[config.mk]
export PLATFORM = sky130hd
export DESIGN_NAME = uart_bit_transceiver_unit_flat
export DESIGN_NICKNAME = d
export VERILOG_FILES = /design/src/design/uart_bt_pkg.sv /design/src/design/uart_bt_in_if.sv /design/src/design/uart_bt_out_if.sv /design/src/design/uart_bt_cfg.sv /design/src/design/uart_bt_rx.sv /design/src/design/uart_bt_tx.sv /design/src/design/uart_bit_transceiver_unit.sv /design/src/flat_wrapper.sv
export SDC_FILE = /design/constraint.sdc
export NUM_CORES = 1
export LEC_CHECK = 0
export BUFFER_PORTS_ARGS = -buffer_cell sky130_fd_sc_hd__buf_2
export CAP_MARGIN = 20
export CELL_PAD_IN_SITES_DETAIL_PLACEMENT = 1
export CELL_PAD_IN_SITES_GLOBAL_PLACEMENT = 2
export CORE_ASPECT_RATIO = 1.2
export CORE_MARGIN = 10
export CORE_UTILIZATION = 35
export DETAILED_ROUTE_END_ITERATION = 8
export PLACE_DENSITY_LB_ADDON = 0.2
export SKIP_CTS_REPAIR_TIMING = 1
export SYNTH_ARGS = -nofsm -noshare
export SYNTH_HDL_FRONTEND = slang
export SYNTH_SLANG_ARGS = --single-unit
[constraint.sdc]
create_clock -name clk -period 8.1 [get_ports clk]
set_clock_uncertainty 0.2 [all_clocks]
set_input_delay 1.215 -clock clk [delete_from_list [all_inputs] [get_ports clk]]
set_output_delay 1.215 -clock clk [all_outputs]
set_load 0.1 [all_outputs]
[src/design/uart_bt_pkg.sv]
// ----------------------------------------------------------------------------
// UART bit transceiver package
// Shared widths, mode and register codes, and the bit-period phase step used
// by both the receiver and the transmitter.
// ----------------------------------------------------------------------------
`default_nettype none

package uart_bt_pkg;

  // Field widths
  localparam int BYTE_W   = 8;
  localparam int PERIOD_W = 8;
  localparam int DATA_W   = 32;
  localparam int ADDR_W   = 3;

  // Default number of data bits per character
  localparam int DATA_BITS = 8;

  // Register reset values
  localparam logic [PERIOD_W-1:0] BIT_PERIOD_RESET = PERIOD_W'(32);

  // Register indexes (word address within the configuration space)
  localparam logic REG_ENABLE     = 1'b0;
  localparam logic REG_BIT_PERIOD = 1'b1;

  // Machine modes
  localparam logic [1:0] MODE_IDLE = 2'd0;
  localparam logic [1:0] MODE_DATA = 2'd1;
  localparam logic [1:0] MODE_STOP = 2'd2;
  localparam logic [1:0] MODE_DONE = 2'd3;

  // Configuration seen by the datapath
  typedef struct packed {
    logic                enable;
    logic [PERIOD_W-1:0] bit_period;
  } cfg_t;

  // Result of one receiver step
  typedef struct packed {
    logic              valid;
    logic [BYTE_W-1:0] data;
    logic              stop_err;
  } rx_res_t;

  // Result of one phase counter step
  typedef struct packed {
    logic                tick;
    logic [PERIOD_W-1:0] phase;
  } phase_step_t;

  // Advance a phase counter; a tick marks a bit-period boundary. A period of
  // zero behaves as a period of one.
  function automatic phase_step_t phase_advance(input logic [PERIOD_W-1:0] phase,
                                                input logic [PERIOD_W-1:0] period);
    phase_step_t         res;
    logic [PERIOD_W-1:0] inc;
    inc = PERIOD_W'(phase + 1'b1);
    if ((inc >= period) || (inc == '0)) begin
      res.tick  = 1'b1;
      res.phase = '0;
    end else begin
      res.tick  = 1'b0;
      res.phase = inc;
    end
    return res;
  endfunction

endpackage

`default_nettype wire

[src/design/uart_bt_in_if.sv]
// ----------------------------------------------------------------------------
// UART bit transceiver input channel
// One sampling tick: incoming line level and an optional byte to send.
// ----------------------------------------------------------------------------
`default_nettype none

interface uart_bt_in_if;

  logic                           valid;
  logic                           ready;
  logic                           line_from_design;
  logic                           send_valid;
  logic [uart_bt_pkg::BYTE_W-1:0] send_byte;

  modport source (output valid, output line_from_design, output send_valid,
                  output send_byte, input ready);
  modport sink   (input valid, input line_from_design, input send_valid,
                  input send_byte, output ready);

endinterface

`default_nettype wire

[src/design/uart_bt_out_if.sv]
// ----------------------------------------------------------------------------
// UART bit transceiver result channel
// Outgoing line level, received byte status and send acknowledgement.
// ----------------------------------------------------------------------------
`default_nettype none

interface uart_bt_out_if;

  logic                           valid;
  logic                           ready;
  logic                           line_to_design;
  logic                           received_valid;
  logic [uart_bt_pkg::BYTE_W-1:0] received_byte;
  logic                           stop_error;
  logic                           send_taken;

  modport source (output valid, output line_to_design, output received_valid,
                  output received_byte, output stop_error, output send_taken,
                  input ready);
  modport sink   (input valid, input line_to_design, input received_valid,
                  input received_byte, input stop_error, input send_taken,
                  output ready);

endinterface

`default_nettype wire

[src/design/uart_bt_cfg.sv]
// ----------------------------------------------------------------------------
// UART bit transceiver configuration registers
// APB-style register file holding the enable bit and the bit period.
// ----------------------------------------------------------------------------
`default_nettype none

module uart_bt_cfg (
  input  wire logic                             clk,
  input  wire logic                             rst_n,
  input  wire logic                             cfg_psel,
  input  wire logic                             cfg_penable,
  input  wire logic                             cfg_pwrite,
  input  wire logic [uart_bt_pkg::ADDR_W-1:0]   cfg_paddr,
  input  wire logic [uart_bt_pkg::DATA_W-1:0]   cfg_pwdata,
  output      logic [uart_bt_pkg::DATA_W-1:0]   cfg_prdata,
  output      logic                             cfg_pready,
  output      uart_bt_pkg::cfg_t                cfg
);

  logic                                enable_r;
  logic                                enable_nxt;
  logic [uart_bt_pkg::PERIOD_W-1:0]    bit_period_r;
  logic [uart_bt_pkg::PERIOD_W-1:0]    bit_period_nxt;
  logic                                wr_en;
  logic                                reg_sel;

  // Word select; byte lanes within a word are not decoded.
  assign reg_sel    = cfg_paddr[2];
  assign wr_en      = cfg_psel & cfg_penable & cfg_pwrite;
  assign cfg_pready = 1'b1;

  // Register write decode
  always_comb begin
    enable_nxt     = enable_r;
    bit_period_nxt = bit_period_r;
    if (wr_en) begin
      unique case (reg_sel)
        uart_bt_pkg::REG_ENABLE: begin
          enable_nxt = cfg_pwdata[0];
        end
        uart_bt_pkg::REG_BIT_PERIOD: begin
          bit_period_nxt = cfg_pwdata[uart_bt_pkg::PERIOD_W-1:0];
        end
      endcase
    end
  end

  always_ff @(posedge clk) begin
    if (!rst_n) begin
      enable_r     <= 1'b0;
      bit_period_r <= uart_bt_pkg::BIT_PERIOD_RESET;
    end else begin
      enable_r     <= enable_nxt;
      bit_period_r <= bit_period_nxt;
    end
  end

  // Read back
  always_comb begin
    unique case (reg_sel)
      uart_bt_pkg::REG_ENABLE: begin
        cfg_prdata = uart_bt_pkg::DATA_W'(enable_r);
      end
      uart_bt_pkg::REG_BIT_PERIOD: begin
        cfg_prdata = uart_bt_pkg::DATA_W'(bit_period_r);
      end
    endcase
  end

  assign cfg.enable     = enable_r;
  assign cfg.bit_period = bit_period_r;

endmodule

`default_nettype wire

[src/design/uart_bt_rx.sv]
// ----------------------------------------------------------------------------
// UART bit transceiver receiver
// Detects a start level, samples the data bits LSB first once per bit period
// and reports the character together with the sampled stop level.
// ----------------------------------------------------------------------------
`default_nettype none

module uart_bt_rx #(
  parameter int DATA_BITS = uart_bt_pkg::DATA_BITS
) (
  input  wire logic                             clk,
  input  wire logic                             rst_n,
  input  wire logic                             step,
  input  wire logic [uart_bt_pkg::PERIOD_W-1:0] bit_period,
  input  wire logic                             line_in,
  output      uart_bt_pkg::rx_res_t             res
);

  localparam int CNT_W  = $clog2(DATA_BITS + 1);
  localparam int KEEP_W = (DATA_BITS < uart_bt_pkg::BYTE_W) ? DATA_BITS
                                                            : uart_bt_pkg::BYTE_W;

  logic [1:0]                       mode_r,  mode_nxt;
  logic [DATA_BITS-1:0]             shift_r, shift_nxt;
  logic [CNT_W-1:0]                 count_r, count_nxt;
  logic [uart_bt_pkg::PERIOD_W-1:0] phase_r, phase_nxt;
  logic [CNT_W-1:0]                 count_inc;
  uart_bt_pkg::phase_step_t         pstep;
  logic                             done;

  assign pstep     = uart_bt_pkg::phase_advance(phase_r, bit_period);
  assign count_inc = CNT_W'(count_r + 1'b1);

  // Next state for one tick
  always_comb begin
    mode_nxt  = mode_r;
    shift_nxt = shift_r;
    count_nxt = count_r;
    phase_nxt = phase_r;
    done      = 1'b0;
    if (step) begin
      if ((mode_r == uart_bt_pkg::MODE_DATA) || (mode_r == uart_bt_pkg::MODE_STOP)) begin
        phase_nxt = pstep.phase;
        if (pstep.tick) begin
          if (mode_r == uart_bt_pkg::MODE_DATA) begin
            shift_nxt = {line_in, shift_r[DATA_BITS-1:1]};
            count_nxt = count_inc;
            if (count_inc >= CNT_W'(DATA_BITS)) begin
              mode_nxt = uart_bt_pkg::MODE_STOP;
            end
          end else begin
            done      = 1'b1;
            mode_nxt  = uart_bt_pkg::MODE_IDLE;
            shift_nxt = '0;
            count_nxt = '0;
            phase_nxt = '0;
          end
        end
      end else begin
        mode_nxt = uart_bt_pkg::MODE_IDLE;
        if (!line_in) begin
          mode_nxt  = uart_bt_pkg::MODE_DATA;
          phase_nxt = '0;
        end
      end
    end
  end

  always_ff @(posedge clk) begin
    if (!rst_n) begin
      mode_r  <= uart_bt_pkg::MODE_IDLE;
      shift_r <= '0;
      count_r <= '0;
      phase_r <= '0;
    end else begin
      mode_r  <= mode_nxt;
      shift_r <= shift_nxt;
      count_r <= count_nxt;
      phase_r <= phase_nxt;
    end
  end

  // A character wider than a byte keeps only its first eight bits here.
  assign res.valid    = done;
  assign res.data     = done ? uart_bt_pkg::BYTE_W'(shift_r[KEEP_W-1:0]) : '0;
  assign res.stop_err = done & ~line_in;

endmodule

`default_nettype wire

[src/design/uart_bt_tx.sv]
// ----------------------------------------------------------------------------
// UART bit transceiver transmitter
// Takes an offered byte while idle and drives start, data, stop and one
// trailing idle period on the outgoing line.
// ----------------------------------------------------------------------------
`default_nettype none

module uart_bt_tx #(
  parameter int DATA_BITS = uart_bt_pkg::DATA_BITS
) (
  input  wire logic                             clk,
  input  wire logic                             rst_n,
  input  wire logic                             step,
  input  wire logic [uart_bt_pkg::PERIOD_W-1:0] bit_period,
  input  wire logic                             offer,
  input  wire logic [uart_bt_pkg::BYTE_W-1:0]   byte_in,
  output      logic                             taken,
  output      logic                             line_nxt
);

  localparam int CNT_W = $clog2(DATA_BITS + 1);

  logic [1:0]                       mode_r,  mode_nxt;
  logic [uart_bt_pkg::BYTE_W-1:0]   shift_r, shift_nxt;
  logic [CNT_W-1:0]                 count_r, count_nxt;
  logic [uart_bt_pkg::PERIOD_W-1:0] phase_r, phase_nxt;
  logic                             line_r;
  logic [CNT_W-1:0]                 count_inc;
  uart_bt_pkg::phase_step_t         pstep;

  assign pstep     = uart_bt_pkg::phase_advance(phase_r, bit_period);
  assign count_inc = CNT_W'(count_r + 1'b1);

  // Next state for one tick; a ninth data bit shifts out as zero.
  always_comb begin
    mode_nxt  = mode_r;
    shift_nxt = shift_r;
    count_nxt = count_r;
    phase_nxt = phase_r;
    line_nxt  = line_r;
    taken     = 1'b0;
    if (step) begin
      if (mode_r == uart_bt_pkg::MODE_IDLE) begin
        if (offer) begin
          taken     = 1'b1;
          shift_nxt = byte_in;
          count_nxt = '0;
          line_nxt  = 1'b0;
          mode_nxt  = uart_bt_pkg::MODE_DATA;
          phase_nxt = '0;
        end
      end else begin
        phase_nxt = pstep.phase;
        if (pstep.tick) begin
          unique case (mode_r)
            uart_bt_pkg::MODE_DATA: begin
              line_nxt  = shift_r[0];
              shift_nxt = shift_r >> 1;
              count_nxt = count_inc;
              if (count_inc >= CNT_W'(DATA_BITS)) begin
                mode_nxt = uart_bt_pkg::MODE_STOP;
              end
            end
            uart_bt_pkg::MODE_STOP: begin
              line_nxt = 1'b1;
              mode_nxt = uart_bt_pkg::MODE_DONE;
            end
            default: begin
              mode_nxt  = uart_bt_pkg::MODE_IDLE;
              shift_nxt = '0;
              count_nxt = '0;
              phase_nxt = '0;
            end
          endcase
        end
      end
    end
  end

  always_ff @(posedge clk) begin
    if (!rst_n) begin
      mode_r  <= uart_bt_pkg::MODE_IDLE;
      shift_r <= '0;
      count_r <= '0;
      phase_r <= '0;
      line_r  <= 1'b1;
    end else begin
      mode_r  <= mode_nxt;
      shift_r <= shift_nxt;
      count_r <= count_nxt;
      phase_r <= phase_nxt;
      line_r  <= line_nxt;
    end
  end

endmodule

`default_nettype wire

[src/design/uart_bit_transceiver_unit.sv]
// ----------------------------------------------------------------------------
// UART bit transceiver unit
// An 8N1-style serial receiver and transmitter driven one sampling tick at a
// time.
//
// Each transfer on in_chan is one sampling tick: the incoming line level and
// an optional byte offered for sending. Each tick produces exactly one
// transfer on out_chan with the outgoing line level, a received byte when a
// character completes on that tick, its stop-level error flag, and whether
// the offered byte was taken. When the enable register is clear the state
// holds and the result carries only the held line level.
// A tick is captured in an input register and worked through the receiver
// and transmitter into the result register; one tick is accepted every
// cycle while out_chan keeps taking results.
// When out_chan stalls, the result register holds its transfer and the
// input register holds one more tick; in_chan drops ready only when both are
// full. Configuration writes on the cfg_ port are expected while no tick is
// in flight. The synchronous reset clears the valid flags of both pipeline
// registers, returns both machines to idle with the outgoing line high,
// clears enable and sets the bit period to 32.
// ----------------------------------------------------------------------------
`default_nettype none

module uart_bit_transceiver_unit #(
  parameter int DATA_BITS = uart_bt_pkg::DATA_BITS
) (
  input  wire logic                             clk,
  input  wire logic                             rst_n,
  uart_bt_in_if.sink                            in_chan,
  uart_bt_out_if.source                         out_chan,
  input  wire logic                             cfg_psel,
  input  wire logic                             cfg_penable,
  input  wire logic                             cfg_pwrite,
  input  wire logic [uart_bt_pkg::ADDR_W-1:0]   cfg_paddr,
  input  wire logic [uart_bt_pkg::DATA_W-1:0]   cfg_pwdata,
  output      logic [uart_bt_pkg::DATA_W-1:0]   cfg_prdata,
  output      logic                             cfg_pready
);

  uart_bt_pkg::cfg_t                cfg;
  uart_bt_pkg::rx_res_t             rx_res;

  logic                             s1_valid_r, s1_valid_nxt;
  logic                             s1_line_r;
  logic                             s1_offer_r;
  logic [uart_bt_pkg::BYTE_W-1:0]   s1_byte_r;

  logic                             out_valid_r, out_valid_nxt;
  logic                             out_line_r;
  logic                             out_rx_valid_r;
  logic [uart_bt_pkg::BYTE_W-1:0]   out_rx_byte_r;
  logic                             out_stop_err_r;
  logic                             out_taken_r;

  logic                             in_fire;
  logic                             out_load;
  logic                             step;
  logic                             tx_taken;
  logic                             tx_line_nxt;

  // Configuration registers
  uart_bt_cfg u_cfg (
    .clk         (clk),
    .rst_n       (rst_n),
    .cfg_psel    (cfg_psel),
    .cfg_penable (cfg_penable),
    .cfg_pwrite  (cfg_pwrite),
    .cfg_paddr   (cfg_paddr),
    .cfg_pwdata  (cfg_pwdata),
    .cfg_prdata  (cfg_prdata),
    .cfg_pready  (cfg_pready),
    .cfg         (cfg)
  );

  // Pipeline flow control
  assign out_load      = ~out_valid_r | out_chan.ready;
  assign in_chan.ready = ~s1_valid_r | out_load;
  assign in_fire       = in_chan.valid & in_chan.ready;
  assign step          = s1_valid_r & out_load & cfg.enable;

  always_comb begin
    s1_valid_nxt = s1_valid_r;
    if (in_fire) begin
      s1_valid_nxt = 1'b1;
    end else if (out_load) begin
      s1_valid_nxt = 1'b0;
    end
  end

  assign out_valid_nxt = out_load ? s1_valid_r : out_valid_r;

  // Input register
  always_ff @(posedge clk) begin
    if (!rst_n) begin
      s1_valid_r <= 1'b0;
    end else begin
      s1_valid_r <= s1_valid_nxt;
    end
  end

  always_ff @(posedge clk) begin
    if (in_fire) begin
      s1_line_r  <= in_chan.line_from_design;
      s1_offer_r <= in_chan.send_valid;
      s1_byte_r  <= in_chan.send_byte;
    end
  end

  // Receiver and transmitter
  uart_bt_rx #(
    .DATA_BITS (DATA_BITS)
  ) u_rx (
    .clk        (clk),
    .rst_n      (rst_n),
    .step       (step),
    .bit_period (cfg.bit_period),
    .line_in    (s1_line_r),
    .res        (rx_res)
  );

  uart_bt_tx #(
    .DATA_BITS (DATA_BITS)
  ) u_tx (
    .clk        (clk),
    .rst_n      (rst_n),
    .step       (step),
    .bit_period (cfg.bit_period),
    .offer      (s1_offer_r),
    .byte_in    (s1_byte_r),
    .taken      (tx_taken),
    .line_nxt   (tx_line_nxt)
  );

  // Result register
  always_ff @(posedge clk) begin
    if (!rst_n) begin
      out_valid_r <= 1'b0;
    end else begin
      out_valid_r <= out_valid_nxt;
    end
  end

  always_ff @(posedge clk) begin
    if (out_load && s1_valid_r) begin
      out_line_r     <= tx_line_nxt;
      out_rx_valid_r <= rx_res.valid;
      out_rx_byte_r  <= rx_res.data;
      out_stop_err_r <= rx_res.stop_err;
      out_taken_r    <= tx_taken;
    end
  end

  assign out_chan.valid          = out_valid_r;
  assign out_chan.line_to_design = out_line_r;
  assign out_chan.received_valid = out_rx_valid_r;
  assign out_chan.received_byte  = out_rx_byte_r;
  assign out_chan.stop_error     = out_stop_err_r;
  assign out_chan.send_taken     = out_taken_r;

endmodule

`default_nettype wire

[src/flat_wrapper.sv]
// flat-port wrapper written by rule: the top's interface ports become plain ports
module uart_bit_transceiver_unit_flat 
#(
  parameter int DATA_BITS = uart_bt_pkg::DATA_BITS
)
  (clk, rst_n, cfg_psel, cfg_penable, cfg_pwrite, cfg_paddr, cfg_pwdata, cfg_prdata, cfg_pready, in_chan_valid, in_chan_line_from_design, in_chan_send_valid, in_chan_send_byte, in_chan_ready, out_chan_valid, out_chan_line_to_design, out_chan_received_valid, out_chan_received_byte, out_chan_stop_error, out_chan_send_taken, out_chan_ready);
  uart_bt_in_if in_chan_i ();
  uart_bt_out_if out_chan_i ();
  input  wire logic clk;
  input  wire logic rst_n;
  input  wire logic cfg_psel;
  input  wire logic cfg_penable;
  input  wire logic cfg_pwrite;
  input  wire logic [uart_bt_pkg::ADDR_W-1:0] cfg_paddr;
  input  wire logic [uart_bt_pkg::DATA_W-1:0] cfg_pwdata;
  output      logic [uart_bt_pkg::DATA_W-1:0] cfg_prdata;
  output      logic cfg_pready;
  input wire logic [$bits(in_chan_i.valid)-1:0] in_chan_valid;
  input wire logic [$bits(in_chan_i.line_from_design)-1:0] in_chan_line_from_design;
  input wire logic [$bits(in_chan_i.send_valid)-1:0] in_chan_send_valid;
  input wire logic [$bits(in_chan_i.send_byte)-1:0] in_chan_send_byte;
  output wire logic [$bits(in_chan_i.ready)-1:0] in_chan_ready;
  output wire logic [$bits(out_chan_i.valid)-1:0] out_chan_valid;
  output wire logic [$bits(out_chan_i.line_to_design)-1:0] out_chan_line_to_design;
  output wire logic [$bits(out_chan_i.received_valid)-1:0] out_chan_received_valid;
  output wire logic [$bits(out_chan_i.received_byte)-1:0] out_chan_received_byte;
  output wire logic [$bits(out_chan_i.stop_error)-1:0] out_chan_stop_error;
  output wire logic [$bits(out_chan_i.send_taken)-1:0] out_chan_send_taken;
  input wire logic [$bits(out_chan_i.ready)-1:0] out_chan_ready;
  assign in_chan_i.valid = in_chan_valid;
  assign in_chan_i.line_from_design = in_chan_line_from_design;
  assign in_chan_i.send_valid = in_chan_send_valid;
  assign in_chan_i.send_byte = in_chan_send_byte;
  assign in_chan_ready = in_chan_i.ready;
  assign out_chan_valid = out_chan_i.valid;
  assign out_chan_line_to_design = out_chan_i.line_to_design;
  assign out_chan_received_valid = out_chan_i.received_valid;
  assign out_chan_received_byte = out_chan_i.received_byte;
  assign out_chan_stop_error = out_chan_i.stop_error;
  assign out_chan_send_taken = out_chan_i.send_taken;
  assign out_chan_i.ready = out_chan_ready;
  uart_bit_transceiver_unit #(.DATA_BITS(DATA_BITS)) u_core (.clk(clk), .rst_n(rst_n), .in_chan(in_chan_i), .out_chan(out_chan_i), .cfg_psel(cfg_psel), .cfg_penable(cfg_penable), .cfg_pwrite(cfg_pwrite), .cfg_paddr(cfg_paddr), .cfg_pwdata(cfg_pwdata), .cfg_prdata(cfg_prdata), .cfg_pready(cfg_pready));
endmodule
==> results of run 1 <==
layout make-up:
class | count | area (sq um)
inverters | 17 | 63.8
flip-flops and latches | 78 | 1780
fillers | 1483 | 7280
multi-input cells | 366 | 2340
repair buffers | 48 | 243
well taps | 161 | 201
clock buffers | 10 | 229
clock inverters | 6 | 86.3
worst min-delay path, cell delays in order (launching register included):
cell and delay (ns):
sky130_fd_sc_hd__dfxtp_1 0.31, sky130_fd_sc_hd__nand2_1 0.05, sky130_fd_sc_hd__a21oi_1 0.05
worst max-delay path by stage:
stage	from	end	depth (start not counted)
final	u_core.u_tx.phase_r[0]	u_core.u_tx.shift_r[0]	11
after floorplan	cfg_paddr[2]	cfg_prdata[1]	2
after CTS	u_core.u_tx.phase_r[0]	u_core.u_tx.shift_r[4]	11
after global placement	rst_n	u_core.u_tx.phase_r[0]	4
after detailed placement	rst_n	u_core.u_tx.phase_r[0]	4
after global routing	u_core.u_tx.phase_r[0]	u_core.u_tx.shift_r[0]	11
power by group:
| part | leakage, nW | total, mW | internal (mW) | switching, mW |
|---|---|---|---|---|
| logic | 1.32 | 0.111 | 0.0122 | 0.0991 |
| clock network | 0.152 | 0.432 | 0.269 | 0.162 |
| registers | 0.655 | 0.411 | 0.408 | 0.00304 |
| total | 2.13 | 0.954 | 0.690 | 0.264 |
layout by cell type (no fill, tap or decap), types with 4 or more instances in the layout:
master and count:
sky130_fd_sc_hd__buf_2 47, sky130_fd_sc_hd__nand3_1 23, sky130_fd_sc_hd__nor2_1 27, sky130_fd_sc_hd__nor2b_1 6, sky130_fd_sc_hd__conb_1 25, sky130_fd_sc_hd__xnor2_1 8, sky130_fd_sc_hd__a21oi_1 26, sky130_fd_sc_hd__nor3_1 6
sky130_fd_sc_hd__nand2_1 83, sky130_fd_sc_hd__or3_1 7, sky130_fd_sc_hd__a31oi_1 5, sky130_fd_sc_hd__and3_1 5, sky130_fd_sc_hd__mux2i_1 23, sky130_fd_sc_hd__xor2_1 7, sky130_fd_sc_hd__o21ai_0 12, sky130_fd_sc_hd__inv_1 16
sky130_fd_sc_hd__a22o_1 5, sky130_fd_sc_hd__a22oi_1 4, sky130_fd_sc_hd__nor4_1 4, sky130_fd_sc_hd__ha_1 26, sky130_fd_sc_hd__clkbuf_16 9, sky130_fd_sc_hd__o21ai_1 5, sky130_fd_sc_hd__nand2b_1 6, sky130_fd_sc_hd__edfxtp_1 22
sky130_fd_sc_hd__dfxtp_1 56, sky130_fd_sc_hd__nor3b_2 8
registers in the layout, indices dropped and copies added, names as in the netlist, 4 cells and up:
signal	flops
u_core.u_rx.shift_r	8
u_core.u_rx.count_r	4
u_core.s1_byte_r	8
u_core.u_tx.count_r	4
u_core.u_rx.phase_r	8
u_core.u_tx.phase_r	8
u_core.u_cfg.bit_period_r	8
u_core.u_tx.shift_r	8
u_core.out_chan.received_byte	8
synth_stat cells (6+ instances only):
library cell               count
sky130_fd_sc_hd__inv_1        16
sky130_fd_sc_hd__nand2b_1      6
sky130_fd_sc_hd__a21oi_1      26
sky130_fd_sc_hd__clkbuf_1     14
sky130_fd_sc_hd__nor3b_2       8
sky130_fd_sc_hd__edfxtp_1     22
sky130_fd_sc_hd__nor2_1       27
sky130_fd_sc_hd__xor2_1        7
sky130_fd_sc_hd__or3_1         7
sky130_fd_sc_hd__ha_1         26
sky130_fd_sc_hd__mux2i_1      23
sky130_fd_sc_hd__dfxtp_1      56
sky130_fd_sc_hd__buf_4        26
sky130_fd_sc_hd__xnor2_1       8
sky130_fd_sc_hd__nor2b_1       6
sky130_fd_sc_hd__o21ai_0      12
sky130_fd_sc_hd__nor3_1        6
sky130_fd_sc_hd__buf_6         6
sky130_fd_sc_hd__nand3_1      23
sky130_fd_sc_hd__nand2_1      83
kinds of logic after synthesis:
group                    after synthesis  synth area share
flip-flops                            78             0.403
multiplexers                          25            0.0571
buffers and inverters                 66            0.0888
adder cells (fa/ha/maj)               26            0.0735
XOR/XNOR                              15            0.0297
AO/OA/AOI/OAI                         82             0.125
other                                  2           0.00170
AND/OR/NAND/NOR                      193             0.222
routing by layer:
metal  wire [um]  track usage  vias up  part of all wire
met2        5530        0.233       56              0.51
met3         439       0.0335       11             0.041
met4         167       0.0429        0             0.015
li1            -            -     1714                 -
met1        4670        0.146     1637              0.43
met5           0            0        -                 0
per-stage QoR:
stage          utilization  total power [mW]  setup WS, ns  area [sq um]  hold WS [ns]
2_1_floorplan            -             0.524          4.05          4510         0.232
3_3_place_gp         0.378             0.531          4.14          4630         0.241
3_5_place_dp         0.378             0.532          4.10          4630         0.252
4_1_cts              0.404             0.968          4.25          4940         0.260
5_1_grt              0.404             0.992          3.95          4940         0.287
6_report             0.404             0.954          4.35          4940         0.257
==> qor_table.md, run 1 <==
| Step | Quantity | Reported |
| --- | --- | --- |
| critical path | Worst flop-to-flop path startpoint | u_core.u_tx.phase_r[0] |
| synth | Post-synth top flop | sky130_fd_sc_hd__dfxtp_1 |
| synth | Flip-flop and latch count after synthesis | 78 |
| synth | Number of synthesized flops with an enable pin | 22 |
| final layout | Share of cells above drive strength 1 | 0.156 |
| critical path | Cells on worst reg2reg path | 11 |
| drt | Via Count | 3418 |
| global routing | Wire length of the first global-routing pass | 18.6 mm |
| synth | Warning count from the yosys run | 0 |
| power and ir drop | Leakage power figure | 2.13 nW |
| drt | Vias/cell | 4.98 |
| critical path | Largest fanout on the critical path | 8 |
| placement | Inst Count DP | 670 |
| hold path | Endpoint, Worst Hold | u_core.u_cfg.bit_period_r[3] |
| critical path | Buf+Inv Stages, Crit Path | 1 |
| clock tree | Clock latency reported for the late side of the worst-skew pair | 0.33 ns |
| status | Run status | finished clean |
| global routing | Maximum number of pins on one net before global-route repair | 54 |
| critical path | Type of the worst setup path | flop to flop |
| drt | DRT Wirelength | 10.8 mm |
| timing | F_max | 267 MHz |
| critical path | Most repeated library cell on the critical path | sky130_fd_sc_hd__ha_1 |
| global routing | Vias in the first global route | 3783 |
| critical path | Worst reg-to-reg setup slack | 4.35 ns |
| synth | Ys async rst share | 0 |
| critical path | Data arrival time at the worst-slack endpoint | 3.81 ns |
| synth | Cell variety after synth | 60 |
| clock tree | Root buffer cell | sky130_fd_sc_hd__clkbuf_16 |
| critical path | Crit end category | flop |
| die | Die X-Extent | 123 um |
| drt | Detailed-router iteration count before antenna repair | 4 |
| timing | Total setup violations reported at the end of the flow | 0 |
| timing | Part of the cycle the worst path needs | 0.463 |
| die | Die span in y | 143 um |
| placement | Final Wtd Congestion | 0.774 |
| clock tree | CTS clk-pin slew, worst paths | 0.06 ns |
| die | Placeable Area | 12200 sq um |
| clock tree | Maximum level of the CTS H-tree | 3 |
| global routing | Global-route usage over all layers | 0.130 |
| die | Std-Cell Rows | 44 |
| synth | Synthesized netlist cell count | 487 |
| synth | Leading post-synthesis cells by cell area | sky130_fd_sc_hd__dfxtp_1 (25%), sky130_fd_sc_hd__edfxtp_1 (15%), sky130_fd_sc_hd__ha_1 (7.4%) |
| die | Number of primary I/O pins | 99 |
| clock tree | CTS tree | yes |
| final layout | ANT cells | 0 |
| final layout | Layout overhead on the synthesized area | 11.7% |
| synth | Netlist Area Pre-Place | 4420 sq um |
| drt | Wirelength per Cell | 15.8 um |
| placement | Number of buffers added on ports | 47 |
| clock tree | Clk sink count | 78 |
| timing | RSZ-0062 raised after global routing | no |
| drt | Number of DRC markers in iteration 0 | 91 |
| critical path | Launching element type of the critical path | flop |
| power and ir drop | IR Drop Worst-Case VDD | 85.7 uV |
| hold path | Depth of the worst hold-timing path | 2 |
| job | Max cap viols | 0 |
| placement | Detailed-placement wirelength estimate | 8.04 mm |
| hold path | HP Class | flop to flop |
| global routing | Initial antenna violation count | 0 |
| timing | Final Hold Violating Endpoints | 0 |
| synth | Synth top area share | 0.253 |
| timing | Pins over their slew limit | 0 |
| hold path | HP Start | u_core.u_cfg.bit_period_r[3] |
| timing | Normalized max-slew margin | 0.333 |
| critical path | Cell family contributing the most delay on the critical path | compound AO/OA/AOI/OAI gates |
| timing | Least-Margin Pin Slew | 1.00 ns |
| critical path | Cell-by-cell trace of the critical path | ha_1 > nand3_1 > nor2_1 > xor2_1 > ha_1 > a21o_1 > a21oi_1 > o21ai_1 > o31ai_2 > buf_4 > mux2i_1 |
| clock tree | Number of buffers inserted during clock tree synthesis | 9 |
| critical path | Delay contributed by the slowest stage of the critical path | 0.62 ns |
| timing | Final-layout setup total negative slack | 0 ns |
| synth | Mean instance size in the synthesized netlist | 9.08 sq um |
| critical path | Req. time, crit path | 8.16 ns |
| die | Initial core utilization | 0.362 |
| final layout | Non-filler cells in the finished layout | 686 |
| final layout | Net count reported at finish | 598 |
| die | Area of the die | 17600 sq um |
| synth | Largest area contributor in the synthesized netlist | sky130_fd_sc_hd__dfxtp_1 |
| power and ir drop | Power per standard cell area | 193 nW/um^2 |
| timing | Period minus WS final | 3.75 ns |
| global routing | Leftover overflow at the end of global routing | 0 |
| drt | Post-detailed-route count of antenna-violating nets | 0 |
| clock tree | Max clock buf depth | 2 |
| critical path | Reg-to-reg endpoint | u_core.u_tx.shift_r[0] |
| critical path | Worst path slowest cell | sky130_fd_sc_hd__o31ai_2 |
| synth | Sequential-to-total area share from yosys stat | 0.403 |
| drt | Number of DRC violations after detailed routing | 0 |
(Power assumes the default switching activity.)
==> inputs of run 2 (changes only) <==
--- a/config.mk
+++ b/config.mk
@@ -5,13 +5,14 @@
 export SDC_FILE = /design/constraint.sdc
 export NUM_CORES = 1
 export LEC_CHECK = 0
+export ABC_AREA = 1
 export BUFFER_PORTS_ARGS = -buffer_cell sky130_fd_sc_hd__buf_2
 export CAP_MARGIN = 20
 export CELL_PAD_IN_SITES_DETAIL_PLACEMENT = 1
 export CELL_PAD_IN_SITES_GLOBAL_PLACEMENT = 2
 export CORE_ASPECT_RATIO = 1.2
 export CORE_MARGIN = 10
-export CORE_UTILIZATION = 35
+export CORE_UTILIZATION = 31
 export DETAILED_ROUTE_END_ITERATION = 8
 export PLACE_DENSITY_LB_ADDON = 0.2
 export SKIP_CTS_REPAIR_TIMING = 1
==> constraint.sdc (replaced) <==
create_clock -name clk -period 3.6 [get_ports clk]
set_clock_uncertainty 0.2 [all_clocks]
set_input_delay 0.54 -clock clk [delete_from_list [all_inputs] [get_ports clk]]
set_output_delay 0.54 -clock clk [all_outputs]
set_load 0.1 [all_outputs]
==> run 2 against run 1 <==
Net effect:
- power grew 120%
- first-iteration DRC count grew 11%
- final area shrank 3.3%
- clock-buffer cell count is the same
- critical endpoint is now u_core.out_chan.received_valid
==> qor_table.md, run 2 <==
| Step | Quantity | Reported |
| --- | --- | --- |
| power and ir drop | Power per standard cell area | 447 nW/um^2 |
| final layout | Area of all sequential standard cells | 1780 sq um |
| die | Number of primary I/O pins | 99 |
| critical path | Launching element type of the critical path | flop |
| die | Placeable Area | 13200 sq um |
| timing | Hold Worst Slack | 0.170 ns |
| timing | Final Hold Violating Endpoints | 0 |
| clock tree | CTS tree | yes |
| synth | Number of synthesized flops with an enable pin | 22 |
| final layout | Most frequent standard cell in the layout excluding fill and tap cells | sky130_fd_sc_hd__nand2_1 |
| critical path | Crit end category | flop |
| global routing | Vias in the first global route | 3739 |
| drt | Number of DRC markers in iteration 0 | 101 |
| synth | Warning count from the yosys run | 0 |
| clock tree | Root buffer cell | sky130_fd_sc_hd__clkbuf_16 |
| global routing | Wire length of the first global-routing pass | 18.1 mm |
| final layout | Layout overhead on the synthesized area | 13.5% |
| global routing | Maximum number of pins on one net before global-route repair | 29 |
| status | Run status | finished clean |
| final layout | Final non-filler cell area | 4780 sq um |
| placement | Placement Cell Area | 4480 sq um |
| drt | Post-detailed-route count of antenna-violating nets | 0 |
| die | Std-Cell Rows | 46 |
| timing | RSZ-0062 raised after global routing | no |
| die | Die X-Extent | 126 um |
| die | Die span in y | 148 um |
| power and ir drop | Total power of the final layout | 2.14 mW |
| power and ir drop | IR Drop Worst-Case VDD | 220 uV |
| synth | Synthesized netlist cell count | 535 |
| placement | Number of buffers added on ports | 47 |
| final layout | Filler cell count | 1670 |
| clock tree | Maximum level of the CTS H-tree | 3 |
| drt | Number of DRC violations after detailed routing | 0 |
| clock tree | CTS clk-pin slew, worst paths | 0.06 ns |
| global routing | Leftover overflow at the end of global routing | 0 |
| drt | Via Count | 3457 |
| timing | Least-Margin Pin Slew | 0.776 ns |
| final layout | Share of cells above drive strength 1 | 0.173 |
| die | Initial core utilization | 0.318 |
| synth | Flip-flop and latch count after synthesis | 78 |
| final layout | Most frequent cells in the layout | sky130_fd_sc_hd__nand2_1 (100), sky130_fd_sc_hd__inv_1 (68), sky130_fd_sc_hd__dfxtp_1 (56) |
| synth | Largest area contributor in the synthesized netlist | sky130_fd_sc_hd__dfxtp_1 |
| final layout | Non-filler cells in the finished layout | 751 |
| clock tree | Max clock buf depth | 2 |
| placement | Detailed-placement wirelength estimate | 7.98 mm |
| die | Area of the die | 18700 sq um |
| synth | Leading post-synthesis cells by cell area | sky130_fd_sc_hd__dfxtp_1 (27%), sky130_fd_sc_hd__edfxtp_1 (16%), sky130_fd_sc_hd__nand2_1 (8.9%) |
| synth | Mean instance size in the synthesized netlist | 7.87 sq um |
| timing | Pins over their slew limit | 0 |
| power and ir drop | Leakage power figure | 2.09 nW |
| critical path | Worst reg-to-reg setup slack | 0.58 ns |
| drt | Detailed-router iteration count before antenna repair | 4 |
| critical path | Worst flop-to-flop path startpoint | u_core.u_rx.phase_r[0] |
| critical path | Data arrival time at the worst-slack endpoint | 2.90 ns |
| timing | F_max | 331 MHz |
| critical path | Type of the worst setup path | flop to flop |
| placement | Inst Count DP | 735 |
| critical path | Req. time, crit path | 3.48 ns |
| synth | Post-synth top flop | sky130_fd_sc_hd__dfxtp_1 |
| drt | DRT Wirelength | 10.6 mm |
| synth | Ys async rst share | 0 |
| drt | Wirelength per Cell | 14.1 um |
| global routing | Global-route usage over all layers | 0.118 |
| timing | Period minus WS final | 3.02 ns |
| critical path | Worst setup path end | u_core.out_chan.received_valid |
| final layout | Net count reported at finish | 656 |
| job | Max cap viols | 0 |
| clock tree | Clock latency reported for the late side of the worst-skew pair | 0.34 ns |
| synth | Cell variety after synth | 36 |
| clock tree | Clk sink count | 78 |
| final layout | ANT cells | 0 |
| clock tree | Number of buffers inserted during clock tree synthesis | 9 |
| synth | Synth top area share | 0.266 |
| critical path | Cells on worst reg2reg path | 14 |
| drt | Vias/cell | 4.60 |
| timing | Final-layout setup total negative slack | 0 ns |
| global routing | Initial antenna violation count | 0 |
| critical path | Critical path launch point | u_core.u_rx.phase_r[0] |
| synth | Commonest cells in the netlist | sky130_fd_sc_hd__nand2_1 (100), sky130_fd_sc_hd__inv_1 (68), sky130_fd_sc_hd__dfxtp_1 (56), sky130_fd_sc_hd__nor2_1 (47), sky130_fd_sc_hd__a21oi_1 (46) |
| critical path | Largest fanout on the critical path | 15 |
| critical path | Reg-to-reg endpoint | u_core.out_chan.received_valid |
| final layout | Area of the multi-input gates | 1950 sq um |
| timing | Normalized max-slew margin | 0.480 |
| synth | Top-count cell post-synth | sky130_fd_sc_hd__nand2_1 |
| hold path | HP Class | input pin to flop |
| placement | Final Wtd Congestion | 0.731 |
| synth | Netlist Area Pre-Place | 4210 sq um |
| synth | Sequential-to-total area share from yosys stat | 0.423 |
| timing | Total setup violations reported at the end of the flow | 0 |
| timing | Part of the cycle the worst path needs | 0.840 |
## run 2: critical path, stage by stage (launching register included)
cell and delay, ns:
sky130_fd_sc_hd__dfxtp_1 0.40, sky130_fd_sc_hd__inv_1 0.09, sky130_fd_sc_hd__nor2_1 0.20, sky130_fd_sc_hd__nand2_1 0.09, sky130_fd_sc_hd__xor2_1 0.18, sky130_fd_sc_hd__inv_1 0.10, sky130_fd_sc_hd__ha_1 0.32, sky130_fd_sc_hd__a21oi_1 0.14
sky130_fd_sc_hd__o21ai_0 0.09, sky130_fd_sc_hd__nor2_1 0.14, sky130_fd_sc_hd__nand2_1 0.08, sky130_fd_sc_hd__nand2_2 0.24, sky130_fd_sc_hd__clkinv_2 0.10, sky130_fd_sc_hd__nand2_1 0.31, sky130_fd_sc_hd__inv_1 0.09
## run 2: cell families (layout without fill, tap and decap cells)
group	after synthesis	after routing	synth area share
compound gates	91	91	0.118
xor+xnor	5	5	0.0122
fa+ha+maj	26	26	0.0773
buf+inv	114	139	0.133
flops	78	78	0.423
other cells	2	25	0.00178
simple gates	219	219	0.235
## run 2: cell type report
| cell class | instances | area share |
|---|---|---|
| Multi-Input combinational cell | 366 | 0.409 |
| Sequential cell | 78 | 0.373 |
| Inverter | 74 | 0.0584 |
| Timing Repair Buffer | 49 | 0.0524 |
| Clock buffer | 10 | 0.0479 |
| Tap cell | 168 | 0.0440 |
| Clock inverter | 6 | 0.0149 |
## run 2: how the worst min path moves through the flow
stage | cells past startpoint | slack, ns | endpoint | start
floorplan | 2 | 0.24 | u_core.u_tx.shift_r[7] | u_core.u_tx.shift_r[7]
global placement | 2 | 0.25 | u_core.u_rx.mode_r[1] | u_core.u_rx.mode_r[1]
detailed placement | 2 | 0.26 | u_core.u_tx.shift_r[7] | u_core.u_tx.shift_r[7]
CTS | 1 | 0.16 | u_core.s1_byte_r[5] | in_chan_send_byte[5]
global route | 1 | 0.16 | u_core.s1_line_r | in_chan_line_from_design
finish | 1 | 0.17 | u_core.s1_byte_r[5] | in_chan_send_byte[5]
## run 2: stage by stage
stage / worst slack, ns / util
6_report: 0.576 / 0.361
5_1_grt: 0.140 / 0.361
4_1_cts: 0.484 / 0.361
3_5_place_dp: 0.511 / 0.338
3_3_place_gp: 0.523 / 0.338
2_1_floorplan: 0.00523 / -
## run 2: where the power goes
part / leakage, nW / switching, mW / internal [mW]
clock: 0.139 / 0.385 / 0.542
combinational: 1.29 / 0.241 / 0.0370
sequential: 0.661 / 0.00826 / 0.923
## run 2: metal layers
layer  part of all wire  global-route usage  up-vias
met5                  0                   0        -
met4              0.016              0.0496        0
met3              0.031              0.0254       11
met2               0.50               0.204       46
met1               0.45               0.136     1643
li1                   -                   -     1757
==> inputs of run 3 (changes only) <==
--- a/config.mk
+++ b/config.mk
@@ -12,7 +12,7 @@
 export CELL_PAD_IN_SITES_GLOBAL_PLACEMENT = 2
 export CORE_ASPECT_RATIO = 1.2
 export CORE_MARGIN = 10
-export CORE_UTILIZATION = 31
+export CORE_UTILIZATION = 28
 export DETAILED_ROUTE_END_ITERATION = 8
 export PLACE_DENSITY_LB_ADDON = 0.2
 export SKIP_CTS_REPAIR_TIMING = 1
==> constraint.sdc (replaced) <==
create_clock -name clk -period 2.59 [get_ports clk]
set_clock_uncertainty 0.2 [all_clocks]
set_input_delay 0.3885 -clock clk [delete_from_list [all_inputs] [get_ports clk]]
set_output_delay 0.3885 -clock clk [all_outputs]
set_load 0.1 [all_outputs]
==> run 3 against run 2 <==
Net effect:
- combinational power grew 45%
- global-route usage down 0.48 points
- non-clock buffer count grew 35
- clock-buffer cell count down 1
- register-to-register slack lost 0.46 ns
- power is 37% higher
- clock power rose by 33%
- largest cell class unchanged
- largest power group unchanged
==> qor_table.md, run 3 (synthesis gave the netlist of run 2 again) <==
| Step | Quantity | Reported |
| --- | --- | --- |
| power and ir drop | IR Drop Worst-Case VDD | 240 uV |
| placement | Detailed-placement wirelength estimate | 8.51 mm |
| power and ir drop | Power per standard cell area | 539 nW/um^2 |
| power and ir drop | Share of total power consumed by net switching | 0.315 |
| drt | Wirelength per Cell | 14.0 um |
| critical path | Data arrival time at the worst-slack endpoint | 2.38 ns |
| power and ir drop | Power spent charging and discharging nets | 0.921 mW |
| final layout | Most frequent standard cell in the layout excluding fill and tap cells | sky130_fd_sc_hd__nand2_1 |
| final layout | Layout overhead on the synthesized area | 28.7% |
| final layout | ANT cells | 0 |
| critical path | Worst path slowest cell | sky130_fd_sc_hd__dfxtp_1 |
| final layout | Filler cell count | 1809 |
| status | Run status | finished clean |
| drt | Via Count | 3623 |
| clock tree | Clock latency reported for the late side of the worst-skew pair | 0.34 ns |
| placement | Final Wtd Congestion | 0.768 |
| clock tree | CTS clk-pin slew, worst paths | 0.07 ns |
| critical path | Worst reg-to-reg setup slack | 0.12 ns |
| critical path | Cell family contributing the most delay on the critical path | simple AND/OR/NAND/NOR gates |
| timing | Least-Margin Pin Slew | 0.630 ns |
| critical path | Type of the worst setup path | flop to flop |
| timing | Pins over their slew limit | 0 |
| critical path | Cell-by-cell trace of the critical path | buf_4 > nand3_2 > nand2_1 > nand2_1 > ha_1 > nand2_2 > inv_2 > nand2_2 > a21oi_2 > nor2_2 > nand2_1 > nand2_2 > inv_4 > nand2_4 > clkbuf_16 > nor2_1 |
| hold path | HP Start | in_chan_send_byte[2] |
| drt | Number of DRC markers in iteration 0 | 124 |
| global routing | Leftover overflow at the end of global routing | 0 |
| critical path | Worst flop-to-flop path startpoint | u_core.u_rx.phase_r[2] |
| final layout | Most frequent cells in the layout | sky130_fd_sc_hd__nand2_1 (90), sky130_fd_sc_hd__inv_1 (62), sky130_fd_sc_hd__dfxtp_1 (50) |
| timing | Final-layout setup total negative slack | 0 ns |
| die | Area of the die | 20400 sq um |
| clock tree | Maximum level of the CTS H-tree | 3 |
| clock tree | Root buffer cell | sky130_fd_sc_hd__clkbuf_16 |
| job | Max cap viols | 0 |
| final layout | Share of cells above drive strength 1 | 0.309 |
| timing | F_max | 405 MHz |
| timing | Final Hold Violating Endpoints | 0 |
| critical path | Launching element type of the critical path | flop |
| critical path | Critical path depth in cells | 16 |
| critical path | Req. time, crit path | 2.49 ns |
| die | Number of primary I/O pins | 99 |
| timing | Total setup violations reported at the end of the flow | 0 |
| critical path | Cells on worst reg2reg path | 16 |
| power and ir drop | Total power of the final layout | 2.92 mW |
| global routing | Maximum number of pins on one net before global-route repair | 29 |
| die | Die span in y | 154 um |
| drt | Detailed-router iteration count before antenna repair | 4 |
| die | Std-Cell Rows | 49 |
| power and ir drop | Internal power | 2.00 mW |
| clock tree | Number of buffers inserted during clock tree synthesis | 9 |
| final layout | Net count reported at finish | 691 |
| timing | Part of the cycle the worst path needs | 0.954 |
| power and ir drop | Part of the total power dissipated in sequential elements | 0.442 |
| die | Die X-Extent | 132 um |
| critical path | Worst setup path end | u_core.out_chan.received_byte[7] |
| clock tree | Clk sink count | 78 |
| drt | Vias/cell | 4.41 |
| die | Placeable Area | 14900 sq um |
| critical path | Reg-to-reg endpoint | u_core.out_chan.received_byte[7] |
| timing | RSZ-0062 raised after global routing | yes |
| power and ir drop | Combinational power share | 0.138 |
| global routing | Wire length of the first global-routing pass | 18.9 mm |
| timing | Normalized max-slew margin | 0.580 |
| global routing | Global-route usage over all layers | 0.113 |
| critical path | Crit end category | flop |
| die | Initial core utilization | 0.282 |
| hold path | HP Class | input pin to flop |
| timing | Period minus WS final | 2.47 ns |
| placement | Number of buffers added on ports | 47 |
| global routing | Vias in the first global route | 3845 |
| drt | DRT Wirelength | 11.5 mm |
| power and ir drop | Leakage power figure | 2.33 nW |
| power and ir drop | Portion of total power attributed to the clock network | 0.421 |
| drt | Post-detailed-route count of antenna-violating nets | 0 |
| critical path | Largest fanout on the critical path | 5 |
| critical path | Delay contributed by the slowest stage of the critical path | 0.36 ns |
| global routing | Initial antenna violation count | 0 |
| drt | Number of DRC violations after detailed routing | 0 |
| clock tree | CTS tree | yes |
| critical path | Buf+Inv Stages, Crit Path | 4 |
| clock tree | Max clock buf depth | 2 |
| critical path | Critical path launch point | u_core.u_rx.phase_r[2] |
-- run 3: cell count changes in the layout (fill, tap and decap cells not counted), sizes merged --
cell / delta
clkinv: -1
clkbuf: +1
inv: +4
clkinvlp: -1
bufinv: -1
buf: +33
-- run 3: worst min-delay path by stage --
stage,end,slack [ns],depth (start not counted)
finish,u_core.s1_byte_r[2],0.02,1
global route,u_core.s1_byte_r[4],0.004,1
CTS,u_core.s1_byte_r[2],0.004,1
detailed placement,u_core.u_tx.shift_r[7],0.26,2
global placement,u_core.u_tx.shift_r[7],0.25,2
floorplan,u_core.u_tx.shift_r[7],0.24,2
-- run 3: layer usage --
metal  GRT usage  part of all wire
met5           0                 0
met4      0.0414             0.012
met1       0.123              0.43
met3      0.0246             0.029
met2       0.208              0.53
-- run 3: area by class of cell --
| type | instances | area, sq um | area share |
|---|---|---|---|
| clock inverter | 7 | 56.3 | 0.0104 |
| multi-input combinational | 366 | 2200 | 0.406 |
| tap | 204 | 255 | 0.0471 |
| clock buffer | 9 | 225 | 0.0416 |
| inverter | 74 | 283 | 0.0522 |
| sequential | 78 | 1800 | 0.333 |
| timing repair buffer | 84 | 597 | 0.110 |
-- run 3: metrics by stage --
step | cell area, sq um | worst slack, ns | hold slack [ns] | std cells | util
2_1_floorplan | 4300 | 0.0582 | 0.239 | 558 | -
3_3_place_gp | 4760 | -0.0451 | 0.248 | 799 | 0.320
3_5_place_dp | 4760 | -0.131 | 0.258 | 799 | 0.320
4_1_cts | 5040 | -0.150 | 0.00446 | 815 | 0.338
5_1_grt | 5420 | -0.0262 | 0.00383 | 822 | 0.364
6_report | 5420 | 0.120 | 0.0155 | 822 | 0.364
-- run 3: power by group through the flow --
stage | clock network, mW | registers [mW] | logic (mW)
floorplan | 0 | 1.39 | 0.292
CTS | 1.27 | 1.30 | 0.396
detailed placement | 0 | 1.32 | 0.395
finish | 1.23 | 1.29 | 0.402
global route | 1.32 | 1.29 | 0.428
global placement | 0 | 1.32 | 0.390
